**src/obs_span_pkg.sv**
```systemverilog
package obs_span_pkg;

  localparam int unsigned MaxWidthDefault  = 1024;
  localparam int unsigned MaxHeightDefault = 1024;

  localparam int unsigned CfgDataW = 11;
  localparam int unsigned CfgIdxW  = 2;
  localparam int unsigned PixW     = 8;
  localparam int unsigned GrayW    = 8;

  // Register reset values
  localparam logic [10:0] FrameWidthRst    = 11'd640;
  localparam logic [10:0] FrameHeightRst   = 11'd480;
  localparam logic [7:0]  GrayThresholdRst = 8'd125;
  localparam logic [10:0] MaxSpanRst       = 11'd100;

  // BT.601 luma weights, Q14
  localparam logic [21:0] CoefBlue  = 22'd1868;
  localparam logic [21:0] CoefGreen = 22'd9617;
  localparam logic [21:0] CoefRed   = 22'd4899;
  localparam logic [21:0] GrayRound = 22'd8192;

  typedef enum logic [CfgIdxW-1:0] {
    REG_FRAME_WIDTH    = 2'd0,
    REG_FRAME_HEIGHT   = 2'd1,
    REG_GRAY_THRESHOLD = 2'd2,
    REG_MAX_SPAN       = 2'd3
  } reg_idx_e;

  typedef enum logic [1:0] {
    STATUS_OK   = 2'd0,
    STATUS_NONE = 2'd1,
    STATUS_WIDE = 2'd2
  } status_e;

  typedef struct packed {
    logic [10:0] frame_width;
    logic [10:0] frame_height;
    logic [7:0]  gray_threshold;
    logic [10:0] max_span;
  } cfg_t;

  typedef struct packed {
    logic valid;
    logic last;
  } beat_ctl_t;

  function automatic logic [GrayW-1:0] gray_of(input logic [PixW-1:0] b,
                                               input logic [PixW-1:0] g,
                                               input logic [PixW-1:0] r);
    logic [21:0] acc;
    acc = 22'(b) * CoefBlue + 22'(g) * CoefGreen + 22'(r) * CoefRed + GrayRound;
    return acc[21:14];
  endfunction

endpackage

```
**src/obs_pixel_if.sv**
```systemverilog
interface obs_pixel_if;
  logic       valid;
  logic       ready;
  logic [7:0] blue;
  logic [7:0] green;
  logic [7:0] red;
  logic       frame_end;

  modport source (output valid, blue, green, red, frame_end, input ready);
  modport sink   (input valid, blue, green, red, frame_end, output ready);
endinterface

```
**src/obs_result_if.sv**
```systemverilog
interface obs_result_if;
  logic        valid;
  logic        ready;
  logic [1:0]  status;
  logic [9:0]  right_x;
  logic [10:0] left_x;
  logic [9:0]  span;

  modport source (output valid, status, right_x, left_x, span, input ready);
  modport sink   (input valid, status, right_x, left_x, span, output ready);
endinterface

```
**src/obstacle_span_from_pixels_unit.sv**
```systemverilog
// Channel   Dir  Payload                           Handshake
// pix_i     in   blue, green, red, frame_end       valid/ready, beat on both high
// res_o     out  status, right_x, left_x, span     valid/ready, beat on both high
// cfg       in   cfg_idx_i, cfg_wdata_i            cfg_we_i, no back-pressure
//
// Takes one pixel beat per clock with no bubbles between frames, unless a result waits.
// A frame's result follows its frame_end beat through the input register, the mark
// register and the result register, where it waits until the output is taken.
// Reset clears counters, extent flag, last x, all valid flags; registers return to defaults.
// A waiting result stalls only a following frame_end beat and beats behind it; earlier ones flow.
module obstacle_span_from_pixels_unit
  import obs_span_pkg::*;
#(
  parameter int unsigned MAX_WIDTH  = MaxWidthDefault,
  parameter int unsigned MAX_HEIGHT = MaxHeightDefault
) (
  input  logic                clk_i,
  input  logic                rst_ni,
  input  logic                cfg_we_i,
  input  logic [CfgIdxW-1:0]  cfg_idx_i,
  input  logic [CfgDataW-1:0] cfg_wdata_i,
  obs_pixel_if.sink           pix_i,
  obs_result_if.source        res_o
);

  localparam int unsigned XW = $clog2(MAX_WIDTH);
  localparam int unsigned YW = $clog2(MAX_HEIGHT);

  cfg_t cfg_q, cfg_d;

  // Pixel register to mark register
  beat_ctl_t       pix_ctl;
  logic [PixW-1:0] pix_blue, pix_green, pix_red;
  logic [XW-1:0]   pix_x;
  logic [YW-1:0]   pix_y;
  logic            mark_ready;

  // Mark register to extent tracker
  beat_ctl_t     mark_ctl;
  logic          mark_hit;
  logic [XW-1:0] mark_x;
  logic          ext_ready;

  // Configuration write: decode index, keep the low bits each register needs
  always_comb begin
    cfg_d = cfg_q;
    if (cfg_we_i) begin
      unique case (reg_idx_e'(cfg_idx_i))
        REG_FRAME_WIDTH:    cfg_d.frame_width    = cfg_wdata_i;
        REG_FRAME_HEIGHT:   cfg_d.frame_height   = cfg_wdata_i;
        REG_GRAY_THRESHOLD: cfg_d.gray_threshold = cfg_wdata_i[7:0];
        REG_MAX_SPAN:       cfg_d.max_span       = cfg_wdata_i;
        default:            cfg_d = cfg_q;
      endcase
    end
  end

  always_ff @(posedge clk_i or negedge rst_ni) begin
    if (!rst_ni) begin
      cfg_q.frame_width    <= FrameWidthRst;
      cfg_q.frame_height   <= FrameHeightRst;
      cfg_q.gray_threshold <= GrayThresholdRst;
      cfg_q.max_span       <= MaxSpanRst;
    end else begin
      cfg_q <= cfg_d;
    end
  end

  // Capture pixel and its raster position
  obs_span_pixel_stage #(
    .MAX_WIDTH  (MAX_WIDTH),
    .MAX_HEIGHT (MAX_HEIGHT)
  ) u_pixel (
    .clk_i   (clk_i),
    .rst_ni  (rst_ni),
    .cfg_i   (cfg_q),
    .pix_i   (pix_i),
    .ctl_o   (pix_ctl),
    .blue_o  (pix_blue),
    .green_o (pix_green),
    .red_o   (pix_red),
    .x_o     (pix_x),
    .y_o     (pix_y),
    .ready_i (mark_ready)
  );

  // Gray conversion, threshold and region test
  obs_span_mark_stage #(
    .MAX_WIDTH  (MAX_WIDTH),
    .MAX_HEIGHT (MAX_HEIGHT)
  ) u_mark (
    .clk_i    (clk_i),
    .rst_ni   (rst_ni),
    .cfg_i    (cfg_q),
    .ctl_i    (pix_ctl),
    .blue_i   (pix_blue),
    .green_i  (pix_green),
    .red_i    (pix_red),
    .x_i      (pix_x),
    .y_i      (pix_y),
    .ready_o  (mark_ready),
    .ctl_o    (mark_ctl),
    .marked_o (mark_hit),
    .x_o      (mark_x),
    .ready_i  (ext_ready)
  );

  // Track leftmost and last marked x, emit the frame result
  obs_span_extent_stage #(
    .MAX_WIDTH (MAX_WIDTH)
  ) u_extent (
    .clk_i    (clk_i),
    .rst_ni   (rst_ni),
    .cfg_i    (cfg_q),
    .ctl_i    (mark_ctl),
    .marked_i (mark_hit),
    .x_i      (mark_x),
    .ready_o  (ext_ready),
    .res_o    (res_o)
  );

endmodule

```
**src/obs_span_pixel_stage.sv**
```systemverilog
module obs_span_pixel_stage
  import obs_span_pkg::*;
#(
  parameter int unsigned MAX_WIDTH  = MaxWidthDefault,
  parameter int unsigned MAX_HEIGHT = MaxHeightDefault,
  localparam int unsigned XW = $clog2(MAX_WIDTH),
  localparam int unsigned YW = $clog2(MAX_HEIGHT)
) (
  input  logic            clk_i,
  input  logic            rst_ni,
  input  cfg_t            cfg_i,
  obs_pixel_if.sink       pix_i,
  output beat_ctl_t       ctl_o,
  output logic [PixW-1:0] blue_o,
  output logic [PixW-1:0] green_o,
  output logic [PixW-1:0] red_o,
  output logic [XW-1:0]   x_o,
  output logic [YW-1:0]   y_o,
  input  logic            ready_i
);

  localparam int unsigned XCW = (XW + 1 > 11) ? XW + 1 : 11;

  logic [XW-1:0]   col_q, col_d;
  logic [YW-1:0]   row_q, row_d;
  logic            pv_q, pv_d;
  logic            plast_q;
  logic [PixW-1:0] pb_q, pg_q, pr_q;
  logic [XW-1:0]   px_q;
  logic [YW-1:0]   py_q;
  logic [XW:0]     col_inc;
  logic            wrap;
  logic            accept;

  assign pix_i.ready = !pv_q || ready_i;
  assign accept      = pix_i.valid && pix_i.ready;

  assign col_inc = {1'b0, col_q} + {{XW{1'b0}}, 1'b1};
  assign wrap    = (XCW'(col_inc) >= XCW'(cfg_i.frame_width))
                || (col_inc >= (XW+1)'(MAX_WIDTH));

  always_comb begin
    col_d = col_q;
    row_d = row_q;
    if (accept) begin
      if (pix_i.frame_end) begin
        col_d = '0;
        row_d = '0;
      end else if (wrap) begin
        col_d = '0;
        if (row_q != YW'(MAX_HEIGHT - 1)) begin
          row_d = row_q + YW'(1);
        end
      end else begin
        col_d = col_inc[XW-1:0];
      end
    end
  end

  assign pv_d = accept ? 1'b1 : (ready_i ? 1'b0 : pv_q);

  always_ff @(posedge clk_i or negedge rst_ni) begin
    if (!rst_ni) begin
      col_q <= '0;
      row_q <= '0;
      pv_q  <= 1'b0;
    end else begin
      col_q <= col_d;
      row_q <= row_d;
      pv_q  <= pv_d;
    end
  end

  always_ff @(posedge clk_i) begin
    if (accept) begin
      pb_q    <= pix_i.blue;
      pg_q    <= pix_i.green;
      pr_q    <= pix_i.red;
      plast_q <= pix_i.frame_end;
      px_q    <= col_q;
      py_q    <= row_q;
    end
  end

  assign ctl_o.valid = pv_q;
  assign ctl_o.last  = plast_q;
  assign blue_o      = pb_q;
  assign green_o     = pg_q;
  assign red_o       = pr_q;
  assign x_o         = px_q;
  assign y_o         = py_q;

  a_frame_end_restarts: assert property (@(posedge clk_i) disable iff (!rst_ni)
    accept && pix_i.frame_end |=> (col_q == '0) && (row_q == '0))
    else $error("position counters not cleared after frame end");

  a_col_in_range: assert property (@(posedge clk_i) disable iff (!rst_ni)
    accept && !pix_i.frame_end && !wrap |=> col_q == $past(col_q) + XW'(1))
    else $error("column did not advance by one");

  a_row_saturates: assert property (@(posedge clk_i) disable iff (!rst_ni)
    accept && !pix_i.frame_end && (row_q == YW'(MAX_HEIGHT - 1)) |=>
    row_q == YW'(MAX_HEIGHT - 1))
    else $error("row counter ran past its last row");

endmodule

```
**src/obs_span_mark_stage.sv**
```systemverilog
module obs_span_mark_stage
  import obs_span_pkg::*;
#(
  parameter int unsigned MAX_WIDTH  = MaxWidthDefault,
  parameter int unsigned MAX_HEIGHT = MaxHeightDefault,
  localparam int unsigned XW = $clog2(MAX_WIDTH),
  localparam int unsigned YW = $clog2(MAX_HEIGHT)
) (
  input  logic            clk_i,
  input  logic            rst_ni,
  input  cfg_t            cfg_i,
  input  beat_ctl_t       ctl_i,
  input  logic [PixW-1:0] blue_i,
  input  logic [PixW-1:0] green_i,
  input  logic [PixW-1:0] red_i,
  input  logic [XW-1:0]   x_i,
  input  logic [YW-1:0]   y_i,
  output logic            ready_o,
  output beat_ctl_t       ctl_o,
  output logic            marked_o,
  output logic [XW-1:0]   x_o,
  input  logic            ready_i
);

  localparam int unsigned XCW = (XW > 13) ? XW : 13;
  localparam int unsigned YCW = (YW > 11) ? YW : 11;

  logic [GrayW-1:0] gray;
  logic [12:0]      fw3;
  logic             in_roi;
  logic             take;
  logic             mv_q, mv_d;
  logic             mlast_q, marked_q;
  logic [XW-1:0]    mx_q;

  assign gray = gray_of(blue_i, green_i, red_i);
  assign fw3  = {2'b00, cfg_i.frame_width} + {1'b0, cfg_i.frame_width, 1'b0};

  // Region of interest: middle half of the columns, lower three quarters of rows
  assign in_roi = (XCW'(x_i) >= XCW'(cfg_i.frame_width >> 2))
               && (XCW'(x_i) <= XCW'(fw3 >> 2))
               && (YCW'(y_i) >= YCW'(cfg_i.frame_height >> 2));

  assign ready_o = !mv_q || ready_i;
  assign take    = ctl_i.valid && ready_o;
  assign mv_d    = take ? 1'b1 : (ready_i ? 1'b0 : mv_q);

  always_ff @(posedge clk_i or negedge rst_ni) begin
    if (!rst_ni) begin
      mv_q <= 1'b0;
    end else begin
      mv_q <= mv_d;
    end
  end

  always_ff @(posedge clk_i) begin
    if (take) begin
      marked_q <= in_roi && (gray >= cfg_i.gray_threshold);
      mlast_q  <= ctl_i.last;
      mx_q     <= x_i;
    end
  end

  assign ctl_o.valid = mv_q;
  assign ctl_o.last  = mlast_q;
  assign marked_o    = marked_q;
  assign x_o         = mx_q;

endmodule

```
**src/obs_span_extent_stage.sv**
```systemverilog
module obs_span_extent_stage
  import obs_span_pkg::*;
#(
  parameter int unsigned MAX_WIDTH = MaxWidthDefault,
  localparam int unsigned XW = $clog2(MAX_WIDTH)
) (
  input  logic          clk_i,
  input  logic          rst_ni,
  input  cfg_t          cfg_i,
  input  beat_ctl_t     ctl_i,
  input  logic          marked_i,
  input  logic [XW-1:0] x_i,
  output logic          ready_o,
  obs_result_if.source  res_o
);

  localparam int unsigned SCW = (XW > 11) ? XW : 11;

  logic          any_q, any_d, any_n;
  logic [XW-1:0] min_q, min_d, min_n;
  logic [XW-1:0] last_q, last_d, last_n;
  logic [XW-1:0] span_full;
  logic          out_free, adv, load;
  logic          ov_q, ov_d;
  status_e       status_q, status_d;
  logic [9:0]    right_q, right_d;
  logic [10:0]   left_q, left_d;
  logic [9:0]    span_q, span_d;

  assign out_free = !ov_q || res_o.ready;
  assign ready_o  = !ctl_i.last || out_free;
  assign adv      = ctl_i.valid && ready_o;
  assign load     = adv && ctl_i.last;

  // Fold the current beat into the running extent
  assign any_n  = any_q || marked_i;
  assign min_n  = (marked_i && (!any_q || (x_i < min_q))) ? x_i : min_q;
  assign last_n = marked_i ? x_i : last_q;
  assign span_full = last_n - min_n;

  always_comb begin
    any_d  = any_q;
    min_d  = min_q;
    last_d = last_q;
    if (adv) begin
      if (ctl_i.last) begin
        any_d  = 1'b0;
        last_d = '0;
      end else begin
        any_d  = any_n;
        min_d  = min_n;
        last_d = last_n;
      end
    end
  end

  always_comb begin
    if (!any_n) begin
      status_d = STATUS_NONE;
      right_d  = '0;
      left_d   = cfg_i.frame_width;
      span_d   = '0;
    end else begin
      right_d = 10'(last_n);
      left_d  = 11'(min_n);
      if (SCW'(span_full) < SCW'(cfg_i.max_span)) begin
        status_d = STATUS_OK;
        span_d   = 10'(span_full);
      end else begin
        status_d = STATUS_WIDE;
        span_d   = '0;
      end
    end
  end

  assign ov_d = load ? 1'b1 : (res_o.ready ? 1'b0 : ov_q);

  always_ff @(posedge clk_i or negedge rst_ni) begin
    if (!rst_ni) begin
      any_q  <= 1'b0;
      last_q <= '0;
      ov_q   <= 1'b0;
    end else begin
      any_q  <= any_d;
      last_q <= last_d;
      ov_q   <= ov_d;
    end
  end

  always_ff @(posedge clk_i) begin
    min_q <= min_d;
    if (load) begin
      status_q <= status_d;
      right_q  <= right_d;
      left_q   <= left_d;
      span_q   <= span_d;
    end
  end

  assign res_o.valid   = ov_q;
  assign res_o.status  = status_q;
  assign res_o.right_x = right_q;
  assign res_o.left_x  = left_q;
  assign res_o.span    = span_q;

  a_extent_ordered: assert property (@(posedge clk_i) disable iff (!rst_ni)
    any_q |-> last_q >= min_q)
    else $error("last marked x fell left of the leftmost marked x");

  a_empty_result: assert property (@(posedge clk_i) disable iff (!rst_ni)
    ov_q && (status_q == STATUS_NONE) |-> (right_q == '0) && (span_q == '0))
    else $error("empty frame reported a position");

  a_wide_no_span: assert property (@(posedge clk_i) disable iff (!rst_ni)
    ov_q && (status_q == STATUS_WIDE) |-> span_q == '0)
    else $error("rejected span not zeroed");

  a_frame_clears: assert property (@(posedge clk_i) disable iff (!rst_ni)
    load |=> !any_q && ov_q)
    else $error("frame end did not clear extent or raise result");

endmodule
```
**src/flat_wrapper.sv**
```systemverilog
// flat-port wrapper written by rule: the top's interface ports become plain ports
module obstacle_span_from_pixels_unit_flat import obs_span_pkg::*;
#(
  parameter int unsigned MAX_WIDTH  = MaxWidthDefault,
  parameter int unsigned MAX_HEIGHT = MaxHeightDefault
)
  (clk_i, rst_ni, cfg_we_i, cfg_idx_i, cfg_wdata_i, pix_i_valid, pix_i_blue, pix_i_green, pix_i_red, pix_i_frame_end, pix_i_ready, res_o_valid, res_o_status, res_o_right_x, res_o_left_x, res_o_span, res_o_ready);
  obs_pixel_if pix_i_i ();
  obs_result_if res_o_i ();
  input  logic clk_i;
  input  logic rst_ni;
  input  logic cfg_we_i;
  input  logic [CfgIdxW-1:0] cfg_idx_i;
  input  logic [CfgDataW-1:0] cfg_wdata_i;
  input wire logic [$bits(pix_i_i.valid)-1:0] pix_i_valid;
  input wire logic [$bits(pix_i_i.blue)-1:0] pix_i_blue;
  input wire logic [$bits(pix_i_i.green)-1:0] pix_i_green;
  input wire logic [$bits(pix_i_i.red)-1:0] pix_i_red;
  input wire logic [$bits(pix_i_i.frame_end)-1:0] pix_i_frame_end;
  output wire logic [$bits(pix_i_i.ready)-1:0] pix_i_ready;
  output wire logic [$bits(res_o_i.valid)-1:0] res_o_valid;
  output wire logic [$bits(res_o_i.status)-1:0] res_o_status;
  output wire logic [$bits(res_o_i.right_x)-1:0] res_o_right_x;
  output wire logic [$bits(res_o_i.left_x)-1:0] res_o_left_x;
  output wire logic [$bits(res_o_i.span)-1:0] res_o_span;
  input wire logic [$bits(res_o_i.ready)-1:0] res_o_ready;
  assign pix_i_i.valid = pix_i_valid;
  assign pix_i_i.blue = pix_i_blue;
  assign pix_i_i.green = pix_i_green;
  assign pix_i_i.red = pix_i_red;
  assign pix_i_i.frame_end = pix_i_frame_end;
  assign pix_i_ready = pix_i_i.ready;
  assign res_o_valid = res_o_i.valid;
  assign res_o_status = res_o_i.status;
  assign res_o_right_x = res_o_i.right_x;
  assign res_o_left_x = res_o_i.left_x;
  assign res_o_span = res_o_i.span;
  assign res_o_i.ready = res_o_ready;
  obstacle_span_from_pixels_unit #(.MAX_WIDTH(MAX_WIDTH), .MAX_HEIGHT(MAX_HEIGHT)) u_core (.clk_i(clk_i), .rst_ni(rst_ni), .cfg_we_i(cfg_we_i), .cfg_idx_i(cfg_idx_i), .cfg_wdata_i(cfg_wdata_i), .pix_i(pix_i_i), .res_o(res_o_i));
endmodule
```
**config.mk**
```make
export PLATFORM = sky130hd
export DESIGN_NAME = obstacle_span_from_pixels_unit_flat
export DESIGN_NICKNAME = d
export VERILOG_FILES = /design/src/obs_span_pkg.sv /design/src/obs_pixel_if.sv /design/src/obs_result_if.sv /design/src/obstacle_span_from_pixels_unit.sv /design/src/obs_span_pixel_stage.sv /design/src/obs_span_mark_stage.sv /design/src/obs_span_extent_stage.sv /design/src/flat_wrapper.sv
export SDC_FILE = /design/constraint.sdc
export NUM_CORES = 1
export LEC_CHECK = 0
export BUFFER_PORTS_ARGS = -buffer_cell sky130_fd_sc_hd__buf_2
export CAP_MARGIN = 20
export CORE_MARGIN = 1.5
export CORE_UTILIZATION = 60
export CTS_CLUSTER_DIAMETER = 200
export DETAILED_ROUTE_END_ITERATION = 8
export PLACE_DENSITY_LB_ADDON = 0.2
export SLEW_MARGIN = 20
export SYNTH_ARGS = -nofsm -noshare
export SYNTH_HDL_FRONTEND = slang
export SYNTH_SLANG_ARGS = --single-unit
export TNS_END_PERCENT = 50
```
**constraint.sdc**
```tcl
create_clock -name clk_i -period 11 [get_ports clk_i]
set_clock_uncertainty 0.1 [all_clocks]
set_input_delay 1.65 -clock clk_i [delete_from_list [all_inputs] [get_ports clk_i]]
set_output_delay 1.65 -clock clk_i [all_outputs]
set_load 0.05 [all_outputs]
```
==> results.txt <==
via count -> 9,377
worst-path fanout max -> 6
status -> completed
async set-reset flop share out of synthesis -> 42.2%
EDFF count, synth -> 100
P&R area growth vs syn -> 9.57%
H-tree levels -> 4
die area -> 0.0243 mm²
CP arrival -> 8540 ps
r2r worst-path depth -> 34
Seq/Total Area, Yosys -> 34.6%
port buffer count -> 77
Buffers & Inverters on Critical Path -> 4
Die H -> 156 µm
clock sinks -> 173
CTS root buffer -> clkbuf_16
CTS tree -> yes
CP top delay family -> adder cells
FF-to-FF Start -> u_core.u_pixel.blue_o[5]$_DFFE_PP_
grt total ovfl -> 0
Max Cap Violations -> 0
clock latency at the later pin of the worst-skew pair -> 440 ps
worst hold endpoint -> u_core.u_mark.mlast_q$_DFFE_PP_
XOR/XNOR Fraction of Synth Area -> 3.12%
clk slew on worst S/H paths -> 70 ps
Initial Utilization -> 61.6%
Hold/Removal Path Class -> reg2reg
Yosys warning total -> 0
synth cell count leaders -> inv_1 (283), ha_1 (230), edfxtp_1 (100)
core area -> 0.0228 mm²
top-area cell type share of the netlist area -> 21.4%
Mapped Nets -> 1,673
fraction of layout cells with a size suffix above 1 -> 13.3%
initial DRC count -> 601
Hold Startpoint -> u_core.u_pixel.plast_q$_DFFE_PP_
Crit Path Class -> reg2reg
adder-cell share of the synthesized area -> 33.2%
Synth area leader -> edfxtp_1
Post-DRT Antenna Nets -> 0
Crit path required time -> 11,090 ps
Synth area leaders -> edfxtp_1 (21%), ha_1 (21%), fa_1 (13%)
chip width -> 156 µm
most common cell in the netlist -> inv_1
multiplexer area fraction after synthesis -> 3.85%
first-pass GRT wire length -> 48.1 mm
post-route clock period utilization -> 76.8%
final worst path period need -> 8450 ps
DRC Markers -> 0
row cnt -> 55
initial antenna violation count -> 0
Hold-fix buffers, CTS -> 0
Largest Register -> u_core.cfg_q
Max Freq -> 118 MHz
combinational family with the most area after synthesis -> adder cells
dpl hpwl -> 22.8 mm
Multi-input gate area -> 0.00804 mm²
Worst Setup Start Kind -> flop
synth unique cells -> 62
Synth Instances -> 1,311
GRT Total Usage -> 25.6%
simple-gate area share of the yosys netlist -> 7.59%
# Post-CTS Setup Buffers -> 0
Ant. Diodes -> 0
TritonCTS Buffers -> 17
Worst Hold Depth -> 0
Avg Vias per Cell -> 5.46
Final Max Slew Viols -> 0
Critical R2R Capture -> u_core.u_mark.marked_o$_DFFE_PP_
largest net degree at the start of global routing -> 74
Max clock buf depth -> 2
slowest cell on the critical path -> fa_1
Slew HR -> 28.3%
Hold Vio Cnt, Final -> 0
Syn Std Cell Area -> 0.0140 mm²
Avg WL per Cell -> 16.9 µm
Worst R2R Setup Slack -> 2550 ps
Least-Margin Pin Slew -> 1060 ps
RePlAce Congestion -> 0.936
Avg Inst Size Synth -> 10.7 µm²
final wirelength -> 29.1 mm
compound-gate portion of the synthesized area -> 9.51%
number of synthesized register bits -> 173
FF+latch area -> 0.00485 mm²
number of fillers in the final layout -> 1,789
Final nets -> 1,754
CP max stage delay -> 540 ps
RSZ-0062 raised after global routing -> no
Util after Layout -> 67.5%
drt first pass iters -> 5
setup TNS -> 0 ps
Setup Viol. Count Final -> 0
# IOs -> 78
number of global-route vias before repair -> 9,472
CP Capture Type -> flop
crit-path most repeated cell -> ha_1
post-CTS resize count -> 0
Main synth FF type -> edfxtp_1
flip-flop count of the largest register after layout -> 39
## area by class of cell
type	instances	area share, %
multi-input combinational	834	52.3
sequential	173	31.5
inverter	283	6.91
clock buffer	19	2.82
timing repair buffer	83	2.82
tap	313	2.55
clock inverter	13	1.06
## cells in the final DEF, fill, tap and decap left out, drive strengths merged, types with 15 or more instances in the layout
cell / count
a21o: 17
a21oi: 43
dfrtp: 58
o21ai: 54
nand2: 82
buf: 83
clkbuf: 19
xor2: 20
ha: 230
mux2: 32
mux2i: 18
fa: 89
inv: 285
dfstp: 15
nand3: 22
xnor2: 30
edfxtp: 100
nor2: 35
## stage by stage
stage	area, µm²	instances	worst slack [ps]	hold WS, ps
after floorplan	14000	1311	3030	300
after global placement	14800	1686	2720	314
after detailed placement	14800	1686	2560	316
after CTS	15400	1718	2520	334
after global routing	15400	1718	2090	349
final	15400	1718	2550	329
## worst max-delay path by stage
stage,endpoint,cells past startpoint,slack [ps],start
after floorplan,u_core.u_mark.marked_o$_DFFE_PP_,34,3030,u_core.u_pixel.blue_o[5]$_DFFE_PP_
after global placement,u_core.u_mark.marked_o$_DFFE_PP_,34,2720,u_core.u_pixel.blue_o[5]$_DFFE_PP_
after detailed placement,u_core.u_mark.marked_o$_DFFE_PP_,36,2560,u_core.u_pixel.blue_o[6]$_DFFE_PP_
after CTS,u_core.u_mark.marked_o$_DFFE_PP_,36,2520,u_core.u_pixel.blue_o[5]$_DFFE_PP_
after global routing,u_core.u_mark.marked_o$_DFFE_PP_,36,2090,u_core.u_pixel.blue_o[5]$_DFFE_PP_
final,u_core.u_mark.marked_o$_DFFE_PP_,34,2550,u_core.u_pixel.blue_o[5]$_DFFE_PP_
## cell families after synthesis
logic type | count (synthesis)
buffers and inverters | 304
AOI/OAI and AO/OA | 198
xor gates and xnor gates | 50
muxes | 50
and+or+nand+nor | 217
DFF | 173
adders and majority gates | 319
## metal layers
metal	vias up	GRT usage, %	part of all wire (%)
met5	-	0	0
met4	0	6.89	1.5
met3	35	3.89	5.2
met2	265	38.8	44
met1	4483	38.5	49
li1	4594	-	-
Power is left out: the tool's default activity adds up to more than one toggle a clock period on the data nets, which glitch-free logic cannot reach.
